--- config.mk ---
export PLATFORM = sky130hd
export DESIGN_NAME = rgbled_ram
export DESIGN_NICKNAME = d
export VERILOG_FILES = /design/src/rtl/rgbled_ram.sv
export SDC_FILE = /design/constraint.sdc
export NUM_CORES = 1
export LEC_CHECK = 0
export ABC_AREA = 1
export ABC_CLOCK_PERIOD_IN_PS = 2000
export BUFFER_PORTS_ARGS = -buffer_cell sky130_fd_sc_hd__buf_2
export CAP_MARGIN = 20
export CORE_MARGIN = 5
export CORE_UTILIZATION = 52
export DETAILED_ROUTE_END_ITERATION = 10
export PLACE_DENSITY = 0.85
export SYNTH_ARGS = -nofsm -noshare
export SYNTH_HDL_FRONTEND = slang
export SYNTH_SLANG_ARGS = --single-unit
--- constraint.sdc ---
create_clock -name clock -period 2 [get_ports clock]
set_clock_uncertainty 0.05 [all_clocks]
set_input_delay 0.1 -clock clock [delete_from_list [all_inputs] [get_ports clock]]
set_output_delay 0.1 -clock clock [all_outputs]
set_load 0.05 [all_outputs]
--- src/rtl/rgbled_ram.sv ---
`timescale 1ns / 1ps
// Generic single-write, single-read RAM with registered read data.
module rgbled_ram #(
   parameter int WIDTH = 8,
   parameter int DEPTH = 2,
   localparam int ADDR_W = (DEPTH > 1) ? $clog2(DEPTH) : 1
) (
   input  logic              clock,
   input  logic              wr_en,
   input  logic [ADDR_W-1:0] wr_addr,
   input  logic [WIDTH-1:0]  wr_data,
   input  logic [ADDR_W-1:0] rd_addr,
   output logic [WIDTH-1:0]  rd_data
);

   logic [WIDTH-1:0] mem_ff [DEPTH];
   logic [WIDTH-1:0] rd_data_ff;

   // read of an address written in the same cycle returns the old word
   always_ff @(posedge clock) begin
      if (wr_en) begin
         mem_ff[wr_addr] <= wr_data;
      end
      rd_data_ff <= mem_ff[rd_addr];
   end

   assign rd_data = rd_data_ff;

endmodule

==> run_results.csv, run 1 <==
group,metric,value,unit
global_routing,overflow,0,
critical_path,arrival,0.88,ns
pwr,power.internal,672.1,uW
final_layout,drive_gt1_frac,0.2771,
sta,fin_tns_setup,0,ns
clock_network,clockRootBuffer,"clkbuf_4",
final_layout,stdcell_count,98,
placement,place_congestion,0.6354,
sta,period_minus_slack,1.030,ns
yosys,synthSimpleGateAreaFrac,0.1283,
pwr,powerDensity,919.8,mW/mm^2
final_layout,n_antenna_cell,0,
pwr,p_total,888.5,uW
yosys,synth_top_family_by_area,"simple AND/OR/NAND/NOR gates",
floorplan,fp.dieArea,0.002328,sq mm
yosys,synthCells,54,
hold_path,hold_class,"in -> reg",
detailed_routing,dr.pass1.iters,4,
critical_path,cp_top_family,"flip-flops",
critical_path,slowest_stage,"dfxtp_1",
critical_path,cpPeakStageDelay,0.33,ns
pwr,pwr-share-comb,0.131,
sta,slew_headroom,0.5662,
pwr,vdd_drop_max,715.5,uV
floorplan,ios,20,
critical_path,cp_max_fo,1,
detailed_routing,num_vias,464,
critical_path,path_buf_inv,1,
sta,setup_viol,0,
detailed_routing,drtIter0Drc,5,
floorplan,coreArea,0.001350,sq mm
run_status,outcome,"finished clean",
placement,dp.cells,87,
global_routing,grt_pass1_wl,2.028,mm
final_layout,n_fill_cell,96,
clock_network,postCtsSetupRepairBufs,0,
placement,io_buffers,19,
global_routing,grt_usage,0.1405,
final_layout,layout_common_cells,"nand2_1 (25), buf_2 (19), edfxtp_1 (16)",
sta,period_share,0.5149,
critical_path,reg2reg_depth,2,
yosys,syn_avg_cell_area,14.09,sq um
yosys,yosysSeqAreaShare,0.8421,
hold_path,min_path_cells,3,
clock_network,tritoncts,"built",
sta,rsz0062_at_grt,"false",
global_routing,antenna_found_initial,0,
yosys,synth_mux_area_frac,0,
yosys,synthXorXnorAreaFrac,0,
critical_path,crit_required,1.85,ns
critical_path,critical_path_class,"reg -> out",
floorplan,initial_core_util,0.5635,
floorplan,die_width,48.25,microns
yosys,synth_area,760.7,sq um
clock_network,cts_resized,0,
clock_network,postCtsHoldBufs,8,
yosys,yosysWarnings,0,
global_routing,grt_pass1_vias,457,
floorplan,die_y,48.25,microns
pwr,leakagePower,0.4332,nW
detailed_routing,wirelength,1.264,mm
critical_path,r2r_slack,1.32,ns
detailed_routing,via_per_inst,4.735,
yosys,ys_types,7,
critical_path,cp.depth,1,
placement,dpl-instance-area,863.3,sq um
critical_path,crit_path_end_kind,"output pin",
yosys,synth-compound-area-share,0,
sta,worst_pin_slew,0.6483,ns
yosys,syn-num-nets,66,
detailed_routing,ant_nets,0,
critical_path,startpoint_type,"flip-flop",
pwr,clkPwrFrac,0.220,
detailed_routing,wl_per_cell,12.90,microns
clock_network,cts_buffers,3,
clock_network,clk_pin_slew,0.11,ns
floorplan,num_rows,13,
clock_network,ctsHtreeMaxLevel,1,
critical_path,path_cells,"buf_2",
yosys,synth_top_area_cell,"edfxtp_1",
final_layout,final_nets,97,
yosys,yosys.area_share.adder,0,
detailed_routing,drc,0,
pwr,switching_share,0.2435,
pwr,p_seq_frac,0.649,
yosys,yosysTopAreaCellShare,0.6316,
sta,timing.fmax,971.1,MHz
run,drv_cap,0,
clock_network,clk_latency,0.30,ns
final_layout,area_growth,26.97,%
sta,slew_viol_final,0,
clock_network,clock_path_buffers,2,
clock_network,clock_sinks,24,
global_routing,grt_start_max_net_pins,13,
final_layout,layout_commonest_cell,"nand2_1",
yosys,synth-seq-cells,24,
yosys,netlist_top_cells_area,"edfxtp_1 (63%), dfxtp_1 (21%), nand2_1 (12%), buf_6 (1.5%), inv_1 (0.99%)",
pwr,p_switching,216.3,uW
sta,finalHoldViolCount,0,
final_layout,stdcell_area,965.9,sq um
==> state kept, by name, indices dropped and copies added, names as in the netlist <==
signal,cells
mem_ff,16
rd_data,8
==> logic make-up after synthesis <==
logic type	count (synthesis)
AND/OR/NAND/NOR	26
flip-flops	24
buffers and inverters	4
==> power groups by stage <==
stage               combinational, mW  sequential [mW]  clock [mW]
floorplan                      0.0229            0.638           0
global placement                0.101            0.586           0
detailed placement              0.104            0.587           0
CTS                             0.116            0.576       0.202
global route                    0.126            0.580       0.219
finish                          0.116            0.577       0.195
==> per-stage QoR <==
stage,utilization,hold WS (ns),setup slack [ns]
global placement,0.6395,0.2374,0.8939
floorplan,-,0.1489,1.090
global route,0.7155,0.03973,0.9137
CTS,0.7155,0.04363,0.9487
finish,0.7155,0.05019,0.9702
detailed placement,0.6395,0.2411,0.8654
==> cell type report <==
class	instances	area, sq um	area share
tap	15	18.77	0.01943
inverter	3	11.26	0.01166
sequential	24	640.6	0.6632
multi-input combinational	26	97.59	0.1010
timing repair buffer	27	175.2	0.1813
clock buffer	3	22.52	0.02332
==> Yosys cell counts <==
| cell type | instances |
|---|---|
| dfxtp_1 | 8 |
| inv_1 | 2 |
| buf_6 | 1 |
| inv_2 | 1 |
| edfxtp_1 | 16 |
| nor2_1 | 1 |
| nand2_1 | 25 |
==> path summary, 6_finish.rpt <==
kind / from / endpoint
setup reg to reg: mem_ff[0][1] / rd_data[1]
setup / recovery: rd_data[3] / rd_data[3]
hold reg to reg: mem_ff[0][0] / rd_data[0]
hold / removal: rd_addr / rd_data[0]
==> layer usage <==
layer  share of wire  track usage  up-vias
li1                -            -      235
met2            0.51       0.2292       15
met3           0.070      0.04428        4
met4           0.027      0.09677        0
met5               0            0        -
met1            0.40       0.1546      210
(Power assumes the default switching activity.)
==> inputs of run 2 (changes only) <==
Settings changed: ABC_AREA 1 to 0, ABC_CLOCK_PERIOD_IN_PS 2000 to 1000, CORE_UTILIZATION 52 to 48, PLACE_DENSITY 0.85 to 0.79.
Clock period 2 ns to 1 ns, I/O delays scaled along.
==> run 2 against run 1 <==
Synthesized area grew 3.1%. Final cell count shrank 17%. Setup slack got worse by 0.92 ns. Final area grew 5.4%. Largest power group unchanged. Flip-flop and latch count is the same. Utilization is 4.7 points lower. Largest cell class unchanged. Highest routed layer unchanged. Register-to-register slack lost 1.2 ns. Critical endpoint is now rd_data[2].
==> run_results.csv, run 2 <==
group,metric,value,unit
placement,place_congestion,0.6287,
sta,period_minus_slack,0.9478,ns
hold_path,hold_class,"in -> reg",
global_routing,overflow,0,
placement,io_buffers,19,
global_routing,grt_util_met3,0.02071,
hold_path,hold_start,"rd_addr",
critical_path,path_cells,"clkbuf_4",
detailed_routing,drc,0,
yosys,synth-compound-area-share,0,
clock_network,cts_buffers,3,
yosys,syn_avg_cell_area,22.41,sq um
yosys,synth_top_area_cell,"edfxtp_1",
sta,timing.fmax,1055,MHz
yosys,yosysSeqAreaShare,0.8166,
floorplan,fp.dieArea,0.002543,sq mm
yosys,synth_edf_count,16,
floorplan,die_y,50.43,microns
yosys,yosysWarnings,0,
global_routing,grt_pass1_vias,451,
global_routing,grtUsageMet2,0.2155,
critical_path,r2r_slack,0.17,ns
yosys,synthSimpleGateAreaFrac,0.01595,
floorplan,coreArea,0.001524,sq mm
placement,pre_cts_ws,0.1307,ns
yosys,yosysTopAreaCellShare,0.6124,
detailed_routing,ant_nets,0,
final_layout,area_growth,29.83,%
yosys,netlist_top_cells_area,"edfxtp_1 (61%), dfxtp_1 (20%), mux2_4 (15%), buf_6 (1.4%), and2_1 (0.80%)",
global_routing,busiest_layer,"met2",
critical_path,crit_start,"rd_data[2]",
sta,finalHoldViolCount,0,
floorplan,initial_core_util,0.5148,
yosys,synth_common_cells,"edfxtp_1 (16), dfxtp_1 (8), mux2_4 (8)",
yosys,syn-num-nets,47,
critical_path,arrival,0.85,ns
clock_network,clk_latency,0.30,ns
pwr,powerDensity,1800,mW/mm^2
clock_network,tritoncts,"built",
floorplan,num_rows,14,
global_routing,use_met1,0.1081,
critical_path,cp_top_family,"flip-flops",
clock_network,postCtsSetupRepairBufs,0,
final_layout,final_nets,79,
critical_path,path_buf_inv,1,
pwr,leakagePower,0.4208,nW
global_routing,grt_usage,0.1175,
clock_network,clock_sinks,24,
run_status,outcome,"finished clean",
floorplan,ios,20,
sta,fin_tns_setup,0,ns
sta,slew_headroom,0.7670,
yosys,synth-seq-cells,24,
critical_path,cp.depth,1,
yosys,ys.flop_type,"edfxtp_1",
critical_path,cp_max_fo,1,
yosys,synthXorXnorAreaFrac,0,
sta,fin_ws,0.05218,ns
clock_network,clockRootBuffer,"clkbuf_4",
critical_path,regToRegStartpoint,"mem_ff[0][6]",
global_routing,grt_start_max_net_pins,13,
sta,slew_viol_final,0,
critical_path,crit_path_end_kind,"output pin",
critical_path,reg2reg_depth,1,
final_layout,n_antenna_cell,0,
final_layout,layout_commonest_cell,"edfxtp_1",
clock_network,clock_path_buffers,2,
critical_path,cp-endpoint,"rd_data[2]",
final_layout,layout_common_cells,"edfxtp_1 (16), buf_2 (11), clkbuf_4 (10)",
run,drv_cap,0,
sta,worst_pin_slew,0.3495,ns
detailed_routing,drtIter0Drc,3,
critical_path,crit_required,0.90,ns
pwr,vdd_drop_max,1231,uV
final_layout,drive_gt1_frac,0.4769,
yosys,ys_types,6,
detailed_routing,num_vias,387,
detailed_routing,dr.pass1.iters,3,
yosys,synthCells,35,
sta,setup_viol,0,
detailed_routing,via_per_inst,4.778,
final_layout,largest_reg_flops,16,
yosys,yosysMostFrequentCell,"edfxtp_1",
critical_path,cpPeakStageDelay,0.33,ns
yosys,synth-async-reset-ratio,0,
global_routing,antenna_found_initial,0,
critical_path,slowest_stage,"dfxtp_1",
critical_path,rr_endpoint,"rd_data[6]",
detailed_routing,wirelength,1.264,mm
yosys,synth_mux_area_frac,0.1531,
detailed_routing,wl_per_cell,15.60,microns
critical_path,critical_path_class,"reg -> out",
sta,rsz0062_at_grt,"false",
global_routing,grt_pass1_wl,2.083,mm
sta,period_share,0.9478,
yosys,yosys.area_share.adder,0,
yosys,synth_top_family_by_area,"multiplexers",
final_layout,top_register,"mem_ff",
critical_path,startpoint_type,"flip-flop",
clock_network,ctsHtreeMaxLevel,1,
clock_network,clk_pin_slew,0.12,ns
floorplan,die_width,50.43,microns
yosys,synth_area,784.5,sq um
run 2: cell count changes in the layout (fill, tap and decap cells not counted):
cell | previous run | this run
nand2_1 | 25 | 0
buf_2 | 19 | 11
mux2_4 | 0 | 8
clkbuf_4 | 3 | 10
buf_4 | 0 | 2
inv_1 | 2 | 0
and2_1 | 0 | 1
inv_2 | 1 | 0
nor2_1 | 1 | 0
nor2b_1 | 0 | 1
run 2: area by class of cell:
type	instances	area [sq um]
tap	16	20.02
clock buffer	3	22.52
timing repair buffer	28	202.7
sequential	24	640.6
fill	94	505.5
multi-input combinational	10	132.6
run 2: power by group:
group	switching, mW	total (mW)	internal [mW]
logic	0.160	0.277	0.117
registers	0.0195	1.16	1.14
clock network	0.261	0.401	0.140
total	0.440	1.83	1.39
run 2: timing repair:
item,4_1_cts,5_1_grt
gates resized for setup,0,9
setup endpoints to repair,0,8
hold endpoints to repair,16,0
hold buffers,8,0
run 2: worst min-delay path by stage:
| stage | end | cells past startpoint |
|---|---|---|
| 2_1_floorplan | mem_ff[0][0] | 0 |
| 3_3_place_gp | mem_ff[0][2] | 1 |
| 3_5_place_dp | mem_ff[0][4] | 1 |
| 4_1_cts | rd_data[7] | 2 |
| 5_1_grt | rd_data[5] | 2 |
| 6_report | rd_data[3] | 2 |
run 2: cells by family (layout without fill, tap and decap cells):
kind of cell | Yosys count | in the layout
DFF | 24 | 24
muxes | 8 | 8
buffers and inverters | 1 | 31
and+or+nand+nor | 2 | 2
run 2: stage by stage:
stage | power (mW) | hold WS, ns | std cells | cell area [sq um] | util
2_1_floorplan | 1.349 | 0.09887 | 35 | 784.5 | -
3_3_place_gp | 1.406 | 0.1933 | 70 | 895.9 | 0.5878
3_5_place_dp | 1.412 | 0.1911 | 70 | 895.9 | 0.5878
4_1_cts | 1.806 | 0.1189 | 81 | 998.5 | 0.6552
5_1_grt | 1.903 | 0.1129 | 81 | 1018 | 0.6683
6_report | 1.834 | 0.1187 | 81 | 1018 | 0.6683
run 2: layer usage:
layer	wire [microns]	share of wire
met2	725	0.57
met5	0	0
met4	34	0.027
met3	49	0.039
met1	455	0.36
